`src/design/tscrc_pkg.sv`:
```
`timescale 1ns / 1ps

package tscrc_pkg;

   localparam int CrcWidth  = 32;
   localparam int ByteWidth = 8;
   localparam int WordBytes = CrcWidth / ByteWidth;

   typedef logic [CrcWidth-1:0]  crc_type;
   typedef logic [ByteWidth-1:0] byte_type;

   localparam crc_type CRC_POLY   = 32'hEDB8_8320;
   localparam crc_type CRC_PRESET = 32'hFFFF_FFFF;
   localparam crc_type END_TOKEN  = 32'h0000_FFFF;

endpackage

```
`src/design/tscrc_byte_step.sv`:
```
`timescale 1ns / 1ps

module tscrc_byte_step (
   input  tscrc_pkg::crc_type  crc_i,
   input  tscrc_pkg::byte_type data_i,
   output tscrc_pkg::crc_type  crc_o
);

   always_comb begin
      tscrc_pkg::crc_type c;
      c = crc_i ^ {{(tscrc_pkg::CrcWidth - tscrc_pkg::ByteWidth){1'b0}}, data_i};
      // reflected form, one bit per step
      for (int b = 0; b < tscrc_pkg::ByteWidth; b++) begin
         if (c[0]) begin
            c = (c >> 1) ^ tscrc_pkg::CRC_POLY;
         end else begin
            c = c >> 1;
         end
      end
      crc_o = c;
   end

endmodule

```
`src/design/tscrc_word_fold.sv`:
```
`timescale 1ns / 1ps

module tscrc_word_fold (
   input  tscrc_pkg::crc_type crc_i,
   input  tscrc_pkg::crc_type word_i,
   output tscrc_pkg::crc_type crc_o
);

   tscrc_pkg::crc_type chain [0:tscrc_pkg::WordBytes];

   assign chain[0] = crc_i;

   // low byte first
   for (genvar k = 0; k < tscrc_pkg::WordBytes; k++) begin : g_byte
      tscrc_byte_step u_step (
         .crc_i  (chain[k]),
         .data_i (word_i[k*tscrc_pkg::ByteWidth +: tscrc_pkg::ByteWidth]),
         .crc_o  (chain[k+1])
      );
   end

   assign crc_o = chain[tscrc_pkg::WordBytes];

endmodule

```
`src/design/token_stream_crc32.sv`:
```
`timescale 1ns / 1ps

// Running reflected CRC-32 over a stream of 32-bit program words.
// Input channel req_ carries one code word per item; every word is folded
// into the CRC as four bytes, low byte first. The end token 0x0000FFFF is
// folded in as well and then causes one item on the rsp_ channel: the
// complemented CRC as the program hash. The CRC then presets to all ones.
// An end token waits in the input register; its hash is then registered in
// the result register, which drives rsp_valid.
// Throughput: one word per clock while no end token stalls; the four byte
// steps of a word are combinational from input register to CRC register.
// Stalls: a held result does not block ordinary words. Only an end token
// waits in the input register while the previous hash is still unread,
// and req_ready drops behind it until rsp_ready frees the result register.
// Reset (synchronous, active high) empties both registers and presets the
// CRC to all ones.

module token_stream_crc32 (
   input  logic        clock,
   input  logic        reset,
   input  logic        req_valid,
   output logic        req_ready,
   input  logic [31:0] req_code_word,
   output logic        rsp_valid,
   input  logic        rsp_ready,
   output logic [31:0] rsp_program_hash
);

   logic               stage_valid_ff, stage_valid_in;
   tscrc_pkg::crc_type stage_word_ff,  stage_word_in;
   tscrc_pkg::crc_type crc_ff,         crc_in;
   logic               out_valid_ff,   out_valid_in;
   tscrc_pkg::crc_type out_hash_ff,    out_hash_in;

   tscrc_pkg::crc_type folded;
   logic               is_end;
   logic               out_free;
   logic               stage_fire;
   logic               req_fire;

   tscrc_word_fold u_fold (
      .crc_i  (crc_ff),
      .word_i (stage_word_ff),
      .crc_o  (folded)
   );

   assign is_end     = (stage_word_ff == tscrc_pkg::END_TOKEN);
   assign out_free   = !out_valid_ff || rsp_ready;
   // only an end token needs room in the result register
   assign stage_fire = stage_valid_ff && (!is_end || out_free);
   assign req_ready  = !stage_valid_ff || stage_fire;
   assign req_fire   = req_valid && req_ready;

   always_comb begin
      stage_valid_in = stage_valid_ff;
      stage_word_in  = stage_word_ff;
      crc_in         = crc_ff;
      out_valid_in   = out_valid_ff;
      out_hash_in    = out_hash_ff;

      if (out_valid_ff && rsp_ready) begin
         out_valid_in = 1'b0;
      end

      if (stage_fire) begin
         stage_valid_in = 1'b0;
         if (is_end) begin
            crc_in       = tscrc_pkg::CRC_PRESET;
            out_valid_in = 1'b1;
            out_hash_in  = ~folded;
         end else begin
            crc_in = folded;
         end
      end

      if (req_fire) begin
         stage_valid_in = 1'b1;
         stage_word_in  = req_code_word;
      end
   end

   always_ff @(posedge clock) begin
      if (reset) begin
         stage_valid_ff <= 1'b0;
         out_valid_ff   <= 1'b0;
         crc_ff         <= tscrc_pkg::CRC_PRESET;
      end else begin
         stage_valid_ff <= stage_valid_in;
         out_valid_ff   <= out_valid_in;
         crc_ff         <= crc_in;
      end
   end

   always_ff @(posedge clock) begin
      stage_word_ff <= stage_word_in;
      out_hash_ff   <= out_hash_in;
   end

   assign rsp_valid        = out_valid_ff;
   assign rsp_program_hash = out_hash_ff;

endmodule

```
`config.mk`:
```
export PLATFORM = sky130hd
export DESIGN_NAME = token_stream_crc32
export DESIGN_NICKNAME = d
export VERILOG_FILES = /design/src/design/tscrc_pkg.sv /design/src/design/tscrc_byte_step.sv /design/src/design/tscrc_word_fold.sv /design/src/design/token_stream_crc32.sv
export SDC_FILE = /design/constraint.sdc
export NUM_CORES = 1
export LEC_CHECK = 0
export BUFFER_PORTS_ARGS = -buffer_cell sky130_fd_sc_hd__buf_2
export CAP_MARGIN = 10
export CORE_UTILIZATION = 40
export CTS_CLUSTER_DIAMETER = 40
export DETAILED_ROUTE_END_ITERATION = 6
export PLACE_DENSITY = 0.62
export SYNTH_ARGS = -nofsm -noshare
export SYNTH_HDL_FRONTEND = slang
export SYNTH_SLANG_ARGS = --single-unit
```
`constraint.sdc`:
```
create_clock -name clock -period 4.7 [get_ports clock]
set_input_delay 0.705 -clock clock [delete_from_list [all_inputs] [get_ports clock]]
set_output_delay 0.705 -clock clock [all_outputs]
set_load 0.05 [all_outputs]
```
Word level (Yosys, flattened, before mapping)
Cells that the tools add are included.
{"block": "word_totals", "ff_bits": 98, "input_bits": 36, "wordCells": 92}
{"block": "op_classes", "n_mux": 38, "n_reduce_logical": 11, "n_eq_ne": 1, "bitwise": 37}
{"op": "$mux 32", "count": 33}
{"op": "$not 13->14", "count": 32}
{"op": "$xor 32x8->32", "count": 4}
{"op": "$eq 32x16->1 const B", "count": 1}
{"op": "$not 32->32", "count": 1}
{"op": "$mux 1", "count": 5}
{"op": "$logic_and 1x1->1", "count": 3}
{"op": "$logic_not 1->1", "count": 3}
{"op": "$logic_or 1x1->1", "count": 3}
{"op": "$reduce_and 2->1", "count": 1}
{"op": "$reduce_bool 2->1", "count": 1}

Logic depth before layout (Yosys ltp)
{"block": "logic_depth", "depth_word": 69, "mapped_depth": 10, "depth_no_buf": 9}

Cells and area by module
A second synthesis with hierarchy kept.
{"block": "unflattened", "cells_unflattened": 448, "area_unflattened_um2": 7139.3}
{"module": "tscrc_byte_step", "instances": 4, "seq_area_each_um2": 0.0, "cells_each": 64, "area_each_um2": 954.7}
{"module": "token_stream_crc32", "instances": 1, "seq_area_each_um2": 2602.5, "cells_each": 192, "area_each_um2": 3320.7}

Least setup slack after synthesis
Ideal clock, no wire load.
{"block": "synth_path", "kind": "register to register", "start": "reg stage_word_ff[25]", "end": "reg crc_ff[20]", "stages_incl_launch_ff": 10, "required_time_ps": 4620, "setup_time_ps": 80, "t_arrival_ps": 3969, "slack_ps": 652, "path_cell_list": "edfxtp_1 -> or4_1 -> nor4_1 -> nand4_1 -> or2_2 -> nor2b_1 -> nor3_1 -> clkbuf_1 -> clkbuf_1 -> a22oi_1"}
{"block": "synth_between", "elab_chain_cells": 14, "word_cells_on_any_way": 18, "classes_between": "eq/ne: 1; mux: 9; bitwise: 5; reduce/logical: 3"}
{"item": "start, declared", "line": "token_stream_crc32.sv:30", "rtl": "tscrc_pkg::crc_type stage_word_ff, stage_word_in;"}
{"item": "start signal, assigned", "line": "token_stream_crc32.sv:95", "rtl": "stage_word_ff <= stage_word_in;"}
{"item": "$xor 32x8->32", "line": "tscrc_byte_step.sv:11", "rtl": "c = crc_i ^ {{(tscrc_pkg::CrcWidth - tscrc_pkg::ByteWidth){1'b0}}, data_i};"}
{"item": "$mux 32 (3 in series)", "line": "tscrc_byte_step.sv:14", "rtl": "if (c[0]) begin"}
{"item": "$not 13->14 (no line)"}
{"item": "$mux 32", "line": "tscrc_byte_step.sv:14"}
{"item": "$not 13->14 (no line)"}
{"item": "$mux 32 (2 in series)", "line": "tscrc_byte_step.sv:14"}
{"item": "$not 13->14 (no line)"}
{"item": "$mux 32", "line": "tscrc_byte_step.sv:14"}
{"item": "$not 13->14 (no line)"}
{"item": "$mux 32", "line": "tscrc_byte_step.sv:14"}
{"item": "$mux 32", "line": "token_stream_crc32.sv:67", "rtl": "if (is_end) begin"}
{"item": "end signal, assigned", "line": "token_stream_crc32.sv:86", "rtl": "crc_ff <= tscrc_pkg::CRC_PRESET;"}
{"item": "end signal, assigned", "line": "token_stream_crc32.sv:90", "rtl": "crc_ff <= crc_in;"}
{"item": "end, declared", "line": "token_stream_crc32.sv:31", "rtl": "tscrc_pkg::crc_type crc_ff, crc_in;"}
Several ways; a longest one is shown, not always the timed one.
A chain may end at the register's enable or synchronous reset.

Worst setup path in the final report
{"block": "layout_path", "start": "reg stage_word_ff[3]", "end": "reg crc_ff[18]"}
{"block": "layout_between", "elab_chain_cells": 48, "word_cells_on_any_way": 66, "classes_between": "eq/ne: 1; mux: 33; bitwise: 29; reduce/logical: 3"}
{"item": "$xor 32x8->32", "line": "tscrc_byte_step.sv:11"}
{"item": "$mux 32 (8 in series)", "line": "tscrc_byte_step.sv:14"}
{"item": "$xor 32x8->32", "line": "tscrc_byte_step.sv:11"}
{"item": "$mux 32", "line": "tscrc_byte_step.sv:14"}
{"item": "$not 13->14 (no line)"}
{"item": "$mux 32", "line": "tscrc_byte_step.sv:14"}
{"item": "$not 13->14 (no line)"}
{"item": "$mux 32 (3 in series)", "line": "tscrc_byte_step.sv:14"}
{"item": "[21 not listed]"}
{"item": "$mux 32 (2 in series)", "line": "tscrc_byte_step.sv:14"}
{"item": "$not 13->14 (no line)"}
{"item": "$mux 32", "line": "tscrc_byte_step.sv:14"}
{"item": "$not 13->14 (no line)"}
{"item": "$mux 32", "line": "tscrc_byte_step.sv:14"}
{"item": "$not 13->14 (no line)"}
{"item": "$mux 32 (2 in series)", "line": "tscrc_byte_step.sv:14"}
{"item": "$mux 32", "line": "token_stream_crc32.sv:67"}
Several ways; a longest one is shown, not always the timed one.

==> run_results.csv <==
group,metric,value,unit
status,outcome,"finished clean",
yosys,synth_edf_count,64,
clock_network,clk_pin_slew_worst_paths,70,ps
min_path,hold_class,"reg -> reg",
drt,viasPerCell,4.80,
placed_design,io_buffers,69,
yosys,ys_seq_area_frac,0.409,
run,drv_cap,0,
yosys,ys_ff_latch,98,
floorplan,die_area,16400,µm²
yosys,yosysTopAreaCell,"edfxtp_1",
cells_and_area,num-nets-final,590,
cells_and_area,syn2layout_area_growth,16.0,%
floorplan,placementRows,45,
grt,grt_first_pass_wirelength,24200,µm
grt,grt_antenna_before_repair,0,
drt,routed_wl,16100,µm
clock_network,holdBufCountCts,0,
sta,fin_crit_sh,0.882,
worst_setup_path,rr_worst_depth,9,
grt,grt_use_total,0.212,
worst_setup_path,worstPathArrival,4380,ps
worst_setup_path,crit_path_start_kind,"flop",
sta,setup_violations,0,
grt,grt-ovfl-total,0,
worst_setup_path,crit_type,"reg -> reg",
clock_network,post-cts-setup-buffers,0,
drt,drtAntennaViolNets,0,
grt,grt_pass1_vias,3837,
cells_and_area,finish.utilization,0.480,
yosys,yosysTopAreaCellShare,0.302,
grt,grt_max_degree,33,
sta,slew_headroom,0.498,
drt,vias,3696,
drt,first_iter_violations,267,
sta,worst_pin_slew,747,ps
sta,hold_violations,0,
floorplan,die_h,128,µm
min_path,hold_start,"crc_ff[9]",
clock_network,cts_made_buffers,9,
min_path,whs_path_depth,2,
yosys,synthTopCellsByArea,"edfxtp_1 (30%), xnor2_1 (21%), dfxtp_1 (11%), xnor3_1 (9.2%), xor2_1 (6.1%)",
drt,drc_errors,0,
sta,layout_min_cycle_time,4150,ps
clock_network,htree_levels,3,
sta,final.setup.worst_slack,554,ps
sta,rsz0062_at_grt,"false",
worst_setup_path,crit_path_max_fanout,6,
placed_design,dp_slack,552,ps
cells_and_area,drive_gt1_frac,0.245,
yosys,synthArstFlopShare,0,
clock_network,root_buffer,"clkbuf_16",
yosys,synth.most_common_cell,"xnor2_1",
drt,wl_per_cell,21.0,µm
yosys,yosys_warnings,0,
sta,slew_violations,0,
placed_design,place.gp.congestion,0.896,
cells_and_area,antenna_cells,0,
placed_design,hpwlAfterDp,13100,µm
yosys,synth_common_cells,"xnor2_1 (154), edfxtp_1 (64), xor2_1 (44)",
worst_setup_path,r2r_slack,550,ps
yosys,ys_types,36,
yosys,syn_area,6360,µm²
clock_network,clock_sinks,98,
worst_setup_path,path_cells,"xnor2_2 > xnor3_2 > xor2_2 > xnor3_2 > xor2_1 > xnor2_1 > xnor3_1 > xnor2_1 > a22oi_1",
sta,fmaxAchievable,241,MHz
clock_network,clk_latency,360,ps
yosys,synthCells,469,
yosys,syn_area_per_cell,13.6,µm²
sta,tns,0,ps
worst_setup_path,endpoint_kind,"flop",
worst_setup_path,crit_path_max_incr_delay,630,ps
clock_network,clock_path_buffers,2,
worst_setup_path,cpMaxStageDelayCell,"xnor3_2",
worst_setup_path,reg2reg_to,"crc_ff[18]",
min_path,whs_endpoint,"crc_ff[9]",
yosys,syn_nets,505,
floorplan,die_w,128,µm
yosys,synthFlopType,"edfxtp_1",
floorplan,initial_core_util,0.414,
worst_setup_path,required,4940,ps
clock_network,cts-resized-gates,0,
floorplan,coreArea,15400,µm²
floorplan,io_pins,70,
clock_network,cts_tree,"done",
drt,firstDrtPassIters,4,
cells_and_area,fillers,1350,
worst_setup_path,worstReg2RegStart,"stage_word_ff[3]",
sta,fin_skew,8.01,ps
-- cell type report --
cell class,count,area (µm²),share of cell area
well taps,211,264,0.0358
flip-flops and latches,98,2600,0.353
clock inverters,6,77.6,0.0105
clock buffers,10,250,0.0339
inverters,4,15.0,0.00203
multi-input cells,360,3730,0.506
repair buffers,81,435,0.0590
-- state kept, by name (all words and copies together) (netlist names) --
signal	count
crc_ff	32
rsp_program_hash	32
stage_word_ff	32
rsp_valid	1
stage_valid_ff	1
-- worst max path at each step --
| stage | slack, ps | cells after the start | from | to |
|---|---|---|---|---|
| 5_1_grt | 350 | 9 | stage_word_ff[3] | crc_ff[18] |
| 2_1_floorplan | 650 | 9 | stage_word_ff[25] | crc_ff[20] |
| 3_3_place_gp | 550 | 9 | stage_word_ff[3] | crc_ff[18] |
| 6_report | 550 | 9 | stage_word_ff[3] | crc_ff[18] |
| 3_5_place_dp | 550 | 9 | stage_word_ff[3] | crc_ff[18] |
| 4_1_cts | 500 | 9 | stage_word_ff[3] | crc_ff[18] |
-- kinds of logic (layout without fill, tap and decap cells) --
logic type                count (synthesis)  after routing  synth area share
DFF                                      98             98             0.409
buffers and inverters                    11            101           0.00649
and+or+nand+nor                          61             61            0.0442
xor gates and xnor gates                264            264             0.504
muxes                                     1              1           0.00157
AOI/OAI and AO/OA                        34             34            0.0350
-- through the flow --
step	hold slack, ps	instances	area [µm²]
floorplan	475	469	6360
global placement	489	754	7050
detailed placement	493	754	7050
CTS	501	770	7380
global route	502	770	7380
finish	500	770	7380
-- layer usage --
| metal | vias to the layer above | share of wire | global-route usage |
|---|---|---|---|
| li1 | 1779 | - | - |
| met1 | 1766 | 0.44 | 0.288 |
| met2 | 122 | 0.46 | 0.329 |
| met3 | 29 | 0.061 | 0.0409 |
| met4 | 0 | 0.034 | 0.0941 |
| met5 | - | 0 | 0 |
-- worst max-delay path: cells and delay by family (launching register included) --
family	cells	cell delay (ps)
AO/OA/AOI/OAI	1	110
XOR/XNOR	8	3420
flip-flops	1	490
-- placed cells by master, fill, tap and decap left out, drive strengths merged, types with 5 or more instances in the layout --
cell,synthesis,routed
nand2,14,14
buf,0,81
edfxtp,64,64
xor2,47,47
inv,4,7
nand4,5,5
dfxtp,34,34
xnor2,172,172
clkbuf,7,10
a22oi,10,10
a21oi,10,10
xor3,6,6
nor2,27,27
o211ai,11,11
xnor3,39,39
Power is left out: the tool's default activity adds up to more than one toggle a clock period on the data nets, which glitch-free logic cannot reach.
